==> config.mk <==
export PLATFORM = sky130hd
export DESIGN_NAME = sdc_kernel_sum
export DESIGN_NICKNAME = d
export VERILOG_FILES = /design/src/rtl/sdc_pkg.sv /design/src/rtl/sdc_kernel_sum.sv
export SDC_FILE = /design/constraint.sdc
export NUM_CORES = 2
export LEC_CHECK = 0
export BUFFER_PORTS_ARGS = -buffer_cell sky130_fd_sc_hd__buf_2
export CORE_MARGIN = 2
export CORE_UTILIZATION = 57
export DETAILED_ROUTE_END_ITERATION = 12
export PLACE_DENSITY_LB_ADDON = 0.05
export SLEW_MARGIN = 10
export SYNTH_ARGS = -nofsm -noshare
export SYNTH_HDL_FRONTEND = slang
export SYNTH_SLANG_ARGS = --single-unit
export TNS_END_PERCENT = 20
==> constraint.sdc <==
create_clock -name i_clk -period 11.2 [get_ports i_clk]
set_input_delay 1.68 -clock i_clk [delete_from_list [all_inputs] [get_ports i_clk]]
set_output_delay 1.68 -clock i_clk [all_outputs]
set_load 0.01 [all_outputs]
==> src/rtl/sdc_pkg.sv <==
package sdc_pkg;

    localparam int PIX_W      = 8;
    localparam int RESP_W     = 14;
    localparam int POS_W      = 10;
    localparam int CFG_W      = 32;
    localparam int ADDR_W     = 4;
    localparam int DIM_W      = 11;
    localparam int KSEL_W     = 2;
    localparam int PROD_W     = 14;
    localparam int ROWSUM_W   = 16;
    localparam int SUM_W      = 17;
    localparam int FIFO_DEPTH = 8;
    localparam int FIFO_AW    = 3;
    localparam int S_DATA_W   = 8;
    localparam int M_DATA_W   = 40;

    localparam logic [DIM_W-1:0]  RST_FRAME_WIDTH  = 11'd640;
    localparam logic [DIM_W-1:0]  RST_FRAME_HEIGHT = 11'd480;

    // separable factors of the kernels
    localparam int KDER[5] = '{1, 0, -2, 0, 1};
    localparam int KSMO[5] = '{1, 4, 6, 4, 1};
    localparam int KMIX[5] = '{1, 2, 0, -2, -1};

    typedef enum logic [KSEL_W-1:0] {
        KSEL_XX   = 2'd0,
        KSEL_YY   = 2'd1,
        KSEL_XY   = 2'd2,
        KSEL_NONE = 2'd3
    } t_ksel;

    typedef enum logic [1:0] {
        REG_FRAME_WIDTH  = 2'd0,
        REG_FRAME_HEIGHT = 2'd1,
        REG_KERNEL_SEL   = 2'd2,
        REG_UNUSED       = 2'd3
    } t_reg_idx;

    typedef logic [PIX_W-1:0]           t_pixel;
    typedef logic [4:0][4:0][PIX_W-1:0] t_window;

    typedef struct packed {
        logic [4:0] row;
        logic [4:0] col;
    } t_tap_mask;

    typedef struct packed {
        logic             frame_done;
        logic [POS_W-1:0] center_row;
        logic [POS_W-1:0] center_col;
    } t_res_meta;

    typedef struct packed {
        t_res_meta                meta;
        logic signed [RESP_W-1:0] response;
    } t_result;

    typedef struct packed {
        logic prod_valid;
        logic rsum_valid;
    } t_sum_status;

    function automatic logic signed [4:0] kern_coef(input t_ksel sel, input int i, input int j);
        logic signed [4:0] c;
        case (sel)
            KSEL_XX: c = 5'(KSMO[i] * KDER[j]);
            KSEL_YY: c = 5'(KDER[i] * KSMO[j]);
            KSEL_XY: c = 5'(KMIX[i] * KMIX[j]);
            default: c = '0;
        endcase
        return c;
    endfunction

endpackage

==> src/rtl/sdc_kernel_sum.sv <==
module sdc_kernel_sum (
    input  logic                  i_clk,
    input  logic                  i_rst_n,
    input  logic                  i_valid,
    input  sdc_pkg::t_window      i_window,
    input  sdc_pkg::t_tap_mask    i_mask,
    input  sdc_pkg::t_res_meta    i_meta,
    input  sdc_pkg::t_ksel        i_ksel,
    output sdc_pkg::t_sum_status  o_status,
    output logic                  o_valid,
    output sdc_pkg::t_result      o_result
);

    logic signed [sdc_pkg::PROD_W-1:0]   r_prod [5][5];
    logic signed [sdc_pkg::PROD_W-1:0]   n_prod [5][5];
    logic signed [sdc_pkg::ROWSUM_W-1:0] r_rsum [5];
    logic signed [sdc_pkg::ROWSUM_W-1:0] n_rsum [5];
    logic signed [sdc_pkg::SUM_W-1:0]    total;
    logic                                r_prod_valid;
    logic                                r_rsum_valid;
    sdc_pkg::t_res_meta                  r_prod_meta;
    sdc_pkg::t_res_meta                  r_rsum_meta;

    // taps outside the frame contribute nothing
    always_comb begin
        for (int i = 0; i < 5; i++) begin
            for (int j = 0; j < 5; j++) begin
                if (i_mask.row[i] && i_mask.col[j]) begin
                    n_prod[i][j] = sdc_pkg::PROD_W'($signed({1'b0, i_window[i][j]}))
                                 * sdc_pkg::PROD_W'(sdc_pkg::kern_coef(i_ksel, i, j));
                end else begin
                    n_prod[i][j] = '0;
                end
            end
        end
    end

    always_comb begin
        for (int i = 0; i < 5; i++) begin
            n_rsum[i] = '0;
            for (int j = 0; j < 5; j++) begin
                n_rsum[i] = n_rsum[i] + sdc_pkg::ROWSUM_W'(r_prod[i][j]);
            end
        end
        total = '0;
        for (int i = 0; i < 5; i++) begin
            total = total + sdc_pkg::SUM_W'(r_rsum[i]);
        end
    end

    always_ff @(posedge i_clk) begin
        if (i_valid) begin
            r_prod      <= n_prod;
            r_prod_meta <= i_meta;
        end
        if (r_prod_valid) begin
            r_rsum      <= n_rsum;
            r_rsum_meta <= r_prod_meta;
        end
    end

    always_ff @(posedge i_clk) begin
        if (!i_rst_n) begin
            r_prod_valid <= 1'b0;
            r_rsum_valid <= 1'b0;
        end else begin
            r_prod_valid <= i_valid;
            r_rsum_valid <= r_prod_valid;
        end
    end

    assign o_status.prod_valid = r_prod_valid;
    assign o_status.rsum_valid = r_rsum_valid;
    assign o_valid             = r_rsum_valid;
    assign o_result.meta       = r_rsum_meta;
    assign o_result.response   = sdc_pkg::RESP_W'(total);

endmodule

==> metrics.txt <==
RSZ-0062 raised after global routing no; DRC errors left 0; Crit path required time around 12000 ps; Starting Density 57.36%; Synth area leader edfxtp_1; synth top area cells edfxtp_1, ha_1, fa_1, inv_1, and2_1; total negative slack 0 ps; Layout Skew 28.57 ps; GRT Total Usage between 20% and 30%; count leader, synth inv_1; Post-CTS Setup Inserts 0; main flop type after synthesis edfxtp_1; Multi-input gate area about 25000 um2; largest net degree at the start of global routing roughly 140; Inserted Clock Buffers 46; min cycle time layout between 6000 and 7000 ps; sequential share of power 21.7%; CP Class input pin to register; leakage dissipation around 22 nW; # hold bufs at CTS 0; Max Fanout on Critical Path 44; htree depth 2; dpl hpwl 68320 um; Layout area overhead 10.14%; Clock Latency Late Sink just over 600 ps; die extent in x 266.3 um; Storage cell area 11970 um2; Detail Route Antenna Nets 0; share of layout cells above drive strength 1 about a tenth; Post-synth top cells inv_1, ha_1, edfxtp_1; die height about 270 um; net count after synthesis just under 5000; final wirelength between 80000 and 90000 um; register bit count reported by yosys roughly 400; pwr dens roughly 220 nW/um2; core area 68350 um2; Ys Warns 0; initial antenna violation count 1; Overflow after GRT 0; Post-CTS Resized 0; die area 70890 um2; fin worst setup slack approximately 4400 ps; CP arrival 7180 ps; sequential share of the synthesized area a little under a third; status completed; endpoints failing hold 0; Clock Sink Count around 400; Avg Cell Area, Syn between 10 and 15 um2; crit path capture type register; Final Max Tran Viols 0; drt via density 5.285; Final setup viols 0; TritonCTS clock tree built; global-route wire length before repair approximately 140000 um; num ports between 200 and 300; sw frac ~44%; total of max-cap violations 0; Hold WC Path Type register to register; Tcrit/Tclk final slightly above 60%; Yosys cell types 59; Cell Int Power approximately 0.0054 W; number of flops mapped to enable cells by yosys 397; Clock Power Share 16.6%; Worst Setup Slack post-DPL 3770 ps; relative slew slack 20.74%; Post-Syn Instances 3709; Root Buffer clkbuf_16; top-area cell type share of the netlist area a little under a third; CP Launch Type input pin; buffers added on ports roughly 270; vias in the first global route between 20000 and 30000; CTS max path bufs 3; Worst Tran Pin Value roughly 1200 ps; DR iter-0 viols 1338; Max VDD drop about 0.00051 V; routed via count 25874; mapped cell area 39200 um2; first drt pass iteration count 7; Max Fclk approximately 150 MHz; fin nets about 5200; clock-pin slew on the worst setup and hold paths 60 ps; combinational group share of total power approximately 62%; sw power ~0.0043 W; gpl congestion 0.9007; DR WL/cell between 15 and 20 um; num rows 96; FFs w/ async S/R, synth 0%; # fillers around 5700
==> worst paths after layout <==
check | start | endpoint | slack [ps] | depth (start not counted)
worst min-delay path | r_prod_meta[15]$_DFFE_PP_ | o_result[29]$_DFFE_PP_ | 410 | 0
worst max register to register | r_prod[241]$_SDFFCE_PN0P_ | r_rsum[60]$_DFFE_PP_ | 6810 | 12
worst max-delay path | i_ksel[1] | r_prod[137]$_SDFFCE_PN0P_ | 4370 | 16
worst min register to register | r_prod_meta[15]$_DFFE_PP_ | o_result[29]$_DFFE_PP_ | 410 | 0
==> metal layers <==
layer	track usage, %	vias up	part of all wire, %
li1	-	12853	-
met1	35.01	12486	47
met2	40.91	449	47
met3	3.355	86	4.8
met4	5.314	0	2.1
met5	0	-	0
==> power groups by stage <==
stage               Combinational [W]  Sequential (W)  Clock [W]
floorplan                     0.00401         0.00209          0
global placement              0.00589         0.00214          0
detailed placement            0.00593         0.00214          0
CTS                           0.00598         0.00211    0.00165
global route                  0.00666         0.00213    0.00170
finish                        0.00598         0.00211    0.00161
==> flip-flops by register name, summed over array words and instances, names as in the netlist <==
register / count
r_prod: 288
r_rsum: 67
o_result: 21
r_prod_meta: 21
o_valid: 1
r_prod_valid: 1
==> logic make-up after synthesis <==
kind of cell             count (synthesis)  share of synthesized area [%]
XOR/XNOR                               216                          4.826
buffers and inverters                  719                          6.903
AND/OR/NAND/NOR                        969                          12.77
adder cells (fa/ha/maj)                981                          37.76
flip-flops                             399                          30.51
AO/OA/AOI/OAI                          425                          7.229
==> layout by cell type, fill, tap and decap left out, drive strengths merged, types with 82 or more instances in the layout <==
| master | synthesis | routed |
|---|---|---|
| buf | 5 | 285 |
| and3 | 93 | 93 |
| and2 | 205 | 205 |
| a21oi | 123 | 123 |
| ha | 644 | 644 |
| nor2 | 277 | 277 |
| inv | 651 | 654 |
| nor2b | 139 | 139 |
| nand2 | 127 | 127 |
| edfxtp | 397 | 397 |
| xnor2 | 134 | 134 |
| xor2 | 82 | 82 |
| fa | 337 | 337 |
==> critical path: stages <==
cell      delay [ps]
buf_2             70
buf_4            400
clkinv_1         510
ha_4             430
nor2_1           930
nor2b_1          160
fa_1             580
fa_1             440
fa_1             510
ha_1             320
a211oi_1         310
o21ai_0          210
a21o_1           190
a21oi_1          170
xor2_1           160
nor2_1            60
==> cell type report <==
class                   count  area share (%)
well taps                 882           2.556
clock inverters            37           1.063
flip-flops and latches    399           27.71
inverters                 652           5.668
diodes                      3         0.01739
repair buffers            285           3.425
clock buffers              47           2.675
multi-input cells        2591           56.88
==> per-stage QoR <==
step | instances | hold WS [ps] | power [W] | utilization, % | cell area, um2
after detailed placement | 4809 | 404.5 | 0.008073 | 60.80 | 41560
after CTS | 4893 | 417.1 | 0.009735 | 63.17 | 43170
after floorplan | 3709 | 400.3 | 0.006097 | - | 39200
after global placement | 4809 | 400.6 | 0.008026 | 60.80 | 41560
final | 4896 | 412.3 | 0.009699 | 63.18 | 43180
after global routing | 4893 | 420.3 | 0.01049 | 63.17 | 43170
Power figures use the tool's default switching activity.
