File: config.mk
export PLATFORM = sky130hd
export DESIGN_NAME = sdc_out_fifo
export DESIGN_NICKNAME = d
export VERILOG_FILES = /design/src/rtl/sdc_pkg.sv /design/src/rtl/sdc_out_fifo.sv
export SDC_FILE = /design/constraint.sdc
export NUM_CORES = 1
export LEC_CHECK = 0
export ABC_AREA = 1
export ABC_CLOCK_PERIOD_IN_PS = 5400
export BUFFER_PORTS_ARGS = -buffer_cell sky130_fd_sc_hd__clkbuf_2
export CAP_MARGIN = 20
export CORE_ASPECT_RATIO = 0.75
export CORE_UTILIZATION = 35
export CTS_CLUSTER_SIZE = 24
export DETAILED_ROUTE_END_ITERATION = 10
export SLEW_MARGIN = 20
export SYNTH_ARGS = -nofsm -noshare
export SYNTH_HDL_FRONTEND = slang
export SYNTH_SLANG_ARGS = --single-unit
File: constraint.sdc
create_clock -name i_clk -period 5.4 [get_ports i_clk]
set_clock_uncertainty 0.15 [all_clocks]
set_input_delay 0.27 -clock i_clk [delete_from_list [all_inputs] [get_ports i_clk]]
set_output_delay 0.27 -clock i_clk [all_outputs]
set_load 0.005 [all_outputs]
File: src/rtl/sdc_pkg.sv
package sdc_pkg;

    localparam int PIX_W      = 8;
    localparam int RESP_W     = 14;
    localparam int POS_W      = 10;
    localparam int CFG_W      = 32;
    localparam int ADDR_W     = 4;
    localparam int DIM_W      = 11;
    localparam int KSEL_W     = 2;
    localparam int PROD_W     = 14;
    localparam int ROWSUM_W   = 16;
    localparam int SUM_W      = 17;
    localparam int FIFO_DEPTH = 8;
    localparam int FIFO_AW    = 3;
    localparam int S_DATA_W   = 8;
    localparam int M_DATA_W   = 40;

    localparam logic [DIM_W-1:0]  RST_FRAME_WIDTH  = 11'd640;
    localparam logic [DIM_W-1:0]  RST_FRAME_HEIGHT = 11'd480;

    // separable factors of the kernels
    localparam int KDER[5] = '{1, 0, -2, 0, 1};
    localparam int KSMO[5] = '{1, 4, 6, 4, 1};
    localparam int KMIX[5] = '{1, 2, 0, -2, -1};

    typedef enum logic [KSEL_W-1:0] {
        KSEL_XX   = 2'd0,
        KSEL_YY   = 2'd1,
        KSEL_XY   = 2'd2,
        KSEL_NONE = 2'd3
    } t_ksel;

    typedef enum logic [1:0] {
        REG_FRAME_WIDTH  = 2'd0,
        REG_FRAME_HEIGHT = 2'd1,
        REG_KERNEL_SEL   = 2'd2,
        REG_UNUSED       = 2'd3
    } t_reg_idx;

    typedef logic [PIX_W-1:0]           t_pixel;
    typedef logic [4:0][4:0][PIX_W-1:0] t_window;

    typedef struct packed {
        logic [4:0] row;
        logic [4:0] col;
    } t_tap_mask;

    typedef struct packed {
        logic             frame_done;
        logic [POS_W-1:0] center_row;
        logic [POS_W-1:0] center_col;
    } t_res_meta;

    typedef struct packed {
        t_res_meta                meta;
        logic signed [RESP_W-1:0] response;
    } t_result;

    typedef struct packed {
        logic prod_valid;
        logic rsum_valid;
    } t_sum_status;

    function automatic logic signed [4:0] kern_coef(input t_ksel sel, input int i, input int j);
        logic signed [4:0] c;
        case (sel)
            KSEL_XX: c = 5'(KSMO[i] * KDER[j]);
            KSEL_YY: c = 5'(KDER[i] * KSMO[j]);
            KSEL_XY: c = 5'(KMIX[i] * KMIX[j]);
            default: c = '0;
        endcase
        return c;
    endfunction

endpackage

File: src/rtl/sdc_out_fifo.sv
module sdc_out_fifo (
    input  logic                          i_clk,
    input  logic                          i_rst_n,
    input  logic                          i_push,
    input  sdc_pkg::t_result              i_data,
    input  logic                          i_pop,
    output logic                          o_valid,
    output sdc_pkg::t_result              o_data,
    output logic [sdc_pkg::FIFO_AW:0]     o_count
);

    sdc_pkg::t_result              fifo_q [sdc_pkg::FIFO_DEPTH];
    logic [sdc_pkg::FIFO_AW-1:0]   r_wr_ptr;
    logic [sdc_pkg::FIFO_AW-1:0]   r_rd_ptr;
    logic [sdc_pkg::FIFO_AW:0]     r_count;
    logic                          do_pop;

    assign do_pop = i_pop && (r_count != '0);

    always_ff @(posedge i_clk) begin
        if (i_push) begin
            fifo_q[r_wr_ptr] <= i_data;
        end
    end

    always_ff @(posedge i_clk) begin
        if (!i_rst_n) begin
            r_wr_ptr <= '0;
            r_rd_ptr <= '0;
            r_count  <= '0;
        end else begin
            if (i_push) begin
                r_wr_ptr <= r_wr_ptr + 1'b1;
            end
            if (do_pop) begin
                r_rd_ptr <= r_rd_ptr + 1'b1;
            end
            case ({i_push, do_pop})
                2'b10:   r_count <= r_count + 1'b1;
                2'b01:   r_count <= r_count - 1'b1;
                default: r_count <= r_count;
            endcase
        end
    end

    assign o_valid = (r_count != '0);
    assign o_data  = fifo_q[r_rd_ptr];
    assign o_count = r_count;

endmodule

==> results of run 1 <==
## Yosys cell counts, types with 9 or more instances
master	instances
a21oi_1	10
buf_12	9
buf_2	20
dfxtp_1	13
edfxtp_1	280
inv_1	10
mux2i_1	35
nand2_1	120
nor2_1	121
nor2_2	35
o21ai_0	76
o21ai_1	72
o22ai_1	35
## sequential cells by signal, summed over array words and instances (netlist names), named ones only
| register | count |
|---|---|
| o_count | 4 |
| r_wr_ptr | 3 |
| r_rd_ptr | 3 |
| fifo_q | 280 |
## final cells by class
class	instances	area, sq um	share of cell area
well taps	442	553	0.0400
inverters	14	57.6	0.00417
flip-flops and latches	293	8680	0.628
clock inverters	18	185	0.0134
multi-input cells	517	2660	0.192
clock buffers	39	806	0.0583
repair buffers	130	881	0.0637
## worst max path at each step
stage / start / end / slack (ns) / cells past startpoint
final: flip-flop / o_data[2] / 2.23 / 6
after global routing: flip-flop / o_data[17] / 1.96 / 6
after CTS: flip-flop / o_data[2] / 2.13 / 6
after detailed placement: flip-flop / o_data[2] / 2.74 / 6
after global placement: flip-flop / o_data[2] / 2.74 / 6
after floorplan: i_push / fifo_q[0][0] / 2.73 / 3
## power groups by stage
stage                     clock network, uW  registers (uW)  logic [uW]
after floorplan                           0            2650        1130
after global placement                    0            2780        1300
after detailed placement                  0            2790        1320
after CTS                              2100            2740        1350
after global routing                   2180            2760        1520
final                                  2050            2730        1320
## kinds of logic after synthesis
family	count (synthesis)	synth area share
flip-flops	293	0.736
AND/OR/NAND/NOR	281	0.0976
AO/OA/AOI/OAI	193	0.0857
buffers and inverters	63	0.0434
multiplexers	35	0.0297
adder cells (fa/ha/maj)	5	0.00531
XOR/XNOR	3	0.00223
## layer usage
metal | global-route usage | vias to the layer above
met5 | 0 | -
met4 | 0.0308 | 0
met3 | 0.0242 | 38
met2 | 0.224 | 165
met1 | 0.210 | 3324
li1 | - | 3382
## cells in the final DEF, fill, tap and decap left out, types with 12 or more instances in the layout
cell type        n
clkbuf_2        78
clkbuf_16       31
edfxtp_1       280
nor2_2          35
mux2i_1         35
nand2_1        120
dlygate4sd3_1   40
buf_4           12
o21ai_0         76
o22ai_1         35
nor2_1         113
o21ai_1         72
## critical path: cells and delay by family (launching register included)
| kind | cells | cell delay [ns] |
|---|---|---|
| buffers and inverters | 2 | 0.87 |
| flip-flops | 1 | 0.64 |
| AO/OA/AOI/OAI | 2 | 0.42 |
| AND/OR/NAND/NOR | 2 | 0.26 |
## through the flow
| step | setup WS (ns) | cells | hold WS (ns) | total power (uW) |
|---|---|---|---|---|
| final | 2.23 | 1453 | 0.344 | 6110 |
| after global routing | 1.96 | 1453 | 0.361 | 6460 |
| after CTS | 2.13 | 1453 | 0.352 | 6190 |
| after detailed placement | 2.74 | 1356 | 0.301 | 4110 |
| after global placement | 2.74 | 1356 | 0.287 | 4080 |
| after floorplan | 2.73 | 873 | 0.219 | 3780 |
==> metrics.txt, run 1 <==
Reg-to-Reg Start r_wr_ptr[0]; antenna cell count 0; Gate power share 0.217; Max Clock Freq 0.315 GHz; Seq pwr share 0.448; clk buf depth 3; switching part of the total 0.291; status finished, final reports clean; Post-DP HPWL 13.2 mm; Die ar. 34400 sq um; commonest register cell after synthesis edfxtp_1; Num CTS Buffers 31; Cell Pwr Density 442 nW/um^2; core area 32700 sq um; HP Start r_rd_ptr[0]; final hold vios 0; crit share post-route 0.588; worst hold path depth 1; clock share of power 0.335; layout cells sized above 1 0.177; total of max-cap violations 0; Filler Cell Count 2981; Final Util 0.422; Initial Util 0.360; Rows 57; IR Drop Worst-Case VDD 234 uV; CP peak stage delay 0.74 ns; Mapped Cells 873; metal3 WL 1.34 mm; Via Count 6909; Mean Syn Cell Area 13.5 sq um; ANT nets after route 0; Clock transition at path regs 0.06 ns; post-cts sizing count 0; syn_nets 917; Die Y 161 um; Seq/Total Area, Yosys 0.736; RSZ-0062 raised after global routing false; residual DRC count 0; r2r setup slk 3.13 ns; CTS tree done; wire per inst 16.8 um; Worst Hold Class reg2reg; Placer Congestion 0.680; io pins 79; measured slew at the worst slew-check pin 1.04 ns; synth unique cells 28; top cell type by total area after synthesis edfxtp_1; crit start category flip-flop; vias in the first global route 6906; hold_buf cts 40; CTS H-tree depth 1; min Tclk post-route 3.17 ns; initial antenna violation count 0; Synthesis Warnings 0; CP required 4.98 ns; Crit. End Element output pin; worst path cell trace buf_4 > o21ai_0 > o21ai_1 > nand2_1 > nand2_1 > clkbuf_2; met1 wire length 11.9 mm; Slew Limit Fails 0; top sig layer met4; All-Layer GR Usage 0.144; internal power 4330 uW; placed inst area 12400 sq um; buffers inserted by post-CTS timing repair 0; worst-skew pair later-pin latency 0.54 ns; reg2reg end fifo_q[0][18]; Area contributors post-synth edfxtp_1, nor2_1, nand2_1; static leakage 0.00478 uW; Setup Crit Path Kind reg2out; routed wl met2 10.7 mm; P&R area growth vs syn 17.3%; WHS Endpoint r_rd_ptr[0]; cell area after layout 13800 sq um; top cell type's share of synthesized area 0.714; largest net degree at the start of global routing 106; reg2reg path depth 3; Setup Viol. Count Final 0; nets@finish 1031; Worst path slowest cell buf_4; crit path max fanout 62; root buf cell clkbuf_16; crit-path most repeated cell nand2_1; Critical Path AT 2.75 ns; Die Wd 214 um; First DRT Iteration DRCs 549; vias per cell 4.75; Post-synth EDFFs 280; Synth async-reset ratio 0; first-pass GRT wire length 38.4 mm; switching pwr 1770 uW; CTS Sinks 293; Cell Area, Synth 11800 sq um; WL final 24.4 mm; Seq cells post-synth 293; total grt overflow 0; Detailed Routing Iterations Pass 1 4; slew margin rel. 0.303; port buffer count 78; setup_tns 0 ns
(Power assumes the default switching activity.)
==> run 2, diff against run 1 <==
ABC_CLOCK_PERIOD_IN_PS = 2700   (was 5400)
clock period = 2.7 ns   (was 5.4 ns; I/O delays follow)
==> run 2 against run 1 <==
Compared with the run above: global-route usage up 0.34 points; clock-buffer cell count is 3 lower; flip-flop and latch count unchanged; power rose by 96%; sequential share of layout area is 0.23 points lower; hold slack lost 0.074 ns; combinational power increased by 130%; register-to-register slack got worse by 2.8 ns.
==> metrics.txt, run 2 (same netlist as run 1, synthesis figures left out) <==
status finished, final reports clean; First DRT Iteration DRCs 488; CTS H-tree depth 1; ANT nets after route 0; CP required 2.41 ns; Worst path slowest cell buf_12; crit start category flip-flop; Critical Path AT 2.18 ns; root buf cell clkbuf_16; setup_tns 0 ns; Max Clock Freq 0.406 GHz; core area 32700 sq um; clk buf depth 3; Reg area 8680 sq um; nets@finish 1038; WL final 24.8 mm; P&R area growth vs syn 17.7%; first-pass GRT wire length 39.1 mm; Die Wd 214 um; min Tclk post-route 2.46 ns; most frequent cells in the layout edfxtp_1, nand2_1, nor2_1, clkbuf_2, o21ai_0; Num CTS Buffers 28; placed insts 1365; layout cells sized above 1 0.181; worst path cell trace buf_12 > mux2i_1 > o22ai_1 > nand2_1 > nand2_1 > clkbuf_2; placed inst area 12600 sq um; crit share post-route 0.912; CTS tree done; Clock transition at path regs 0.06 ns; initial antenna violation count 0; hold_buf cts 41; static leakage 0.00480 uW; residual DRC count 0; total of max-cap violations 0; Placer Congestion 0.758; CTS Sinks 293; worst-skew pair later-pin latency 0.54 ns; crit-path most repeated cell nand2_1; largest net degree at the start of global routing 95; Slew Limit Fails 0; post-cts sizing count 0; vias in the first global route 6694; Worst Hold Class in2reg; Via Count 6953; buffers inserted by post-CTS timing repair 0; commonest non-fill, non-tap cell in the layout edfxtp_1; multi-input logic area 2660 sq um; fin cells 1456; measured slew at the worst slew-check pin 0.651 ns; dpl ws 0.656 ns; Filler Cell Count 2980; wire per inst 17.0 um; port buffer count 78; All-Layer GR Usage 0.147; Detailed Routing Iterations Pass 1 6; Setup Viol. Count Final 0; final hold slack 0.269 ns; Most flops, register fifo_q; Die ar. 34400 sq um; slew margin rel. 0.564; io pins 79; number of buffers and inverters on the critical path 2; vias per cell 4.78; Die Y 161 um; total grt overflow 0; Crit. End Element output pin; Rows 57; kind of cell adding the most delay to the critical path buffers and inverters; Cell Pwr Density 864 nW/um^2; Post-DP HPWL 13.9 mm; IR Drop Worst-Case VDD 547 uV; Setup Crit Path Kind reg2out; CP peak stage delay 0.43 ns; Initial Util 0.360; cell area after layout 13900 sq um; crit path max fanout 94; slack of the critical path 0.236 ns; final hold vios 0; r2r setup slk 0.35 ns; max FFs per register 280; RSZ-0062 raised after global routing false; antenna cell count 0
==> run 2: changes by cell type in the layout (fill, tap and decap cells not counted), moves of 2 or more <==
cell | before | now
buf_12 | 0 | 8
bufinv_16 | 4 | 2
clkbuf_16 | 31 | 29
clkinv_1 | 10 | 8
clkinv_2 | 3 | 5
==> run 2: power by group <==
group	total, uW	switching, uW	internal (uW)
combinational	2990	1870	1120
clock	3740	1600	2140
sequential	5250	111	5140
==> run 2: per-stage QoR <==
stage          utilization  total power [uW]
6_report             0.424             12000
3_5_place_dp         0.385              8330
3_3_place_gp         0.385              8320
2_1_floorplan            -              7560
5_1_grt              0.424             12700
4_1_cts              0.424             12100
==> run 2: cell type report <==
| type | instances | area share |
|---|---|---|
| Clock buffer | 36 | 0.0542 |
| Clock inverter | 14 | 0.00803 |
| Inverter | 14 | 0.00415 |
| Multi-Input combinational cell | 517 | 0.192 |
| Sequential cell | 293 | 0.626 |
| Tap cell | 442 | 0.0399 |
| Timing Repair Buffer | 140 | 0.0763 |
==> run 2: final timing paths <==
check | startpoint | end | cells past startpoint
worst max-delay path | flip-flop | o_data[2] | 6
worst min-delay path | i_data[32] | fifo_q[5][32] | 2
worst max register to register | o_count[0] | flip-flop | 9
worst min register to register | r_rd_ptr[0] | flip-flop | 1
==> run 2: per-layer routing <==
| metal | GRT usage | up-vias | share of wire |
|---|---|---|---|
| met1 | 0.220 | 3397 | 0.50 |
| met4 | 0.0308 | 0 | 0.017 |
| met3 | 0.0256 | 31 | 0.041 |
| met2 | 0.223 | 134 | 0.44 |
| met5 | 0 | - | 0 |
| li1 | - | 3391 | - |
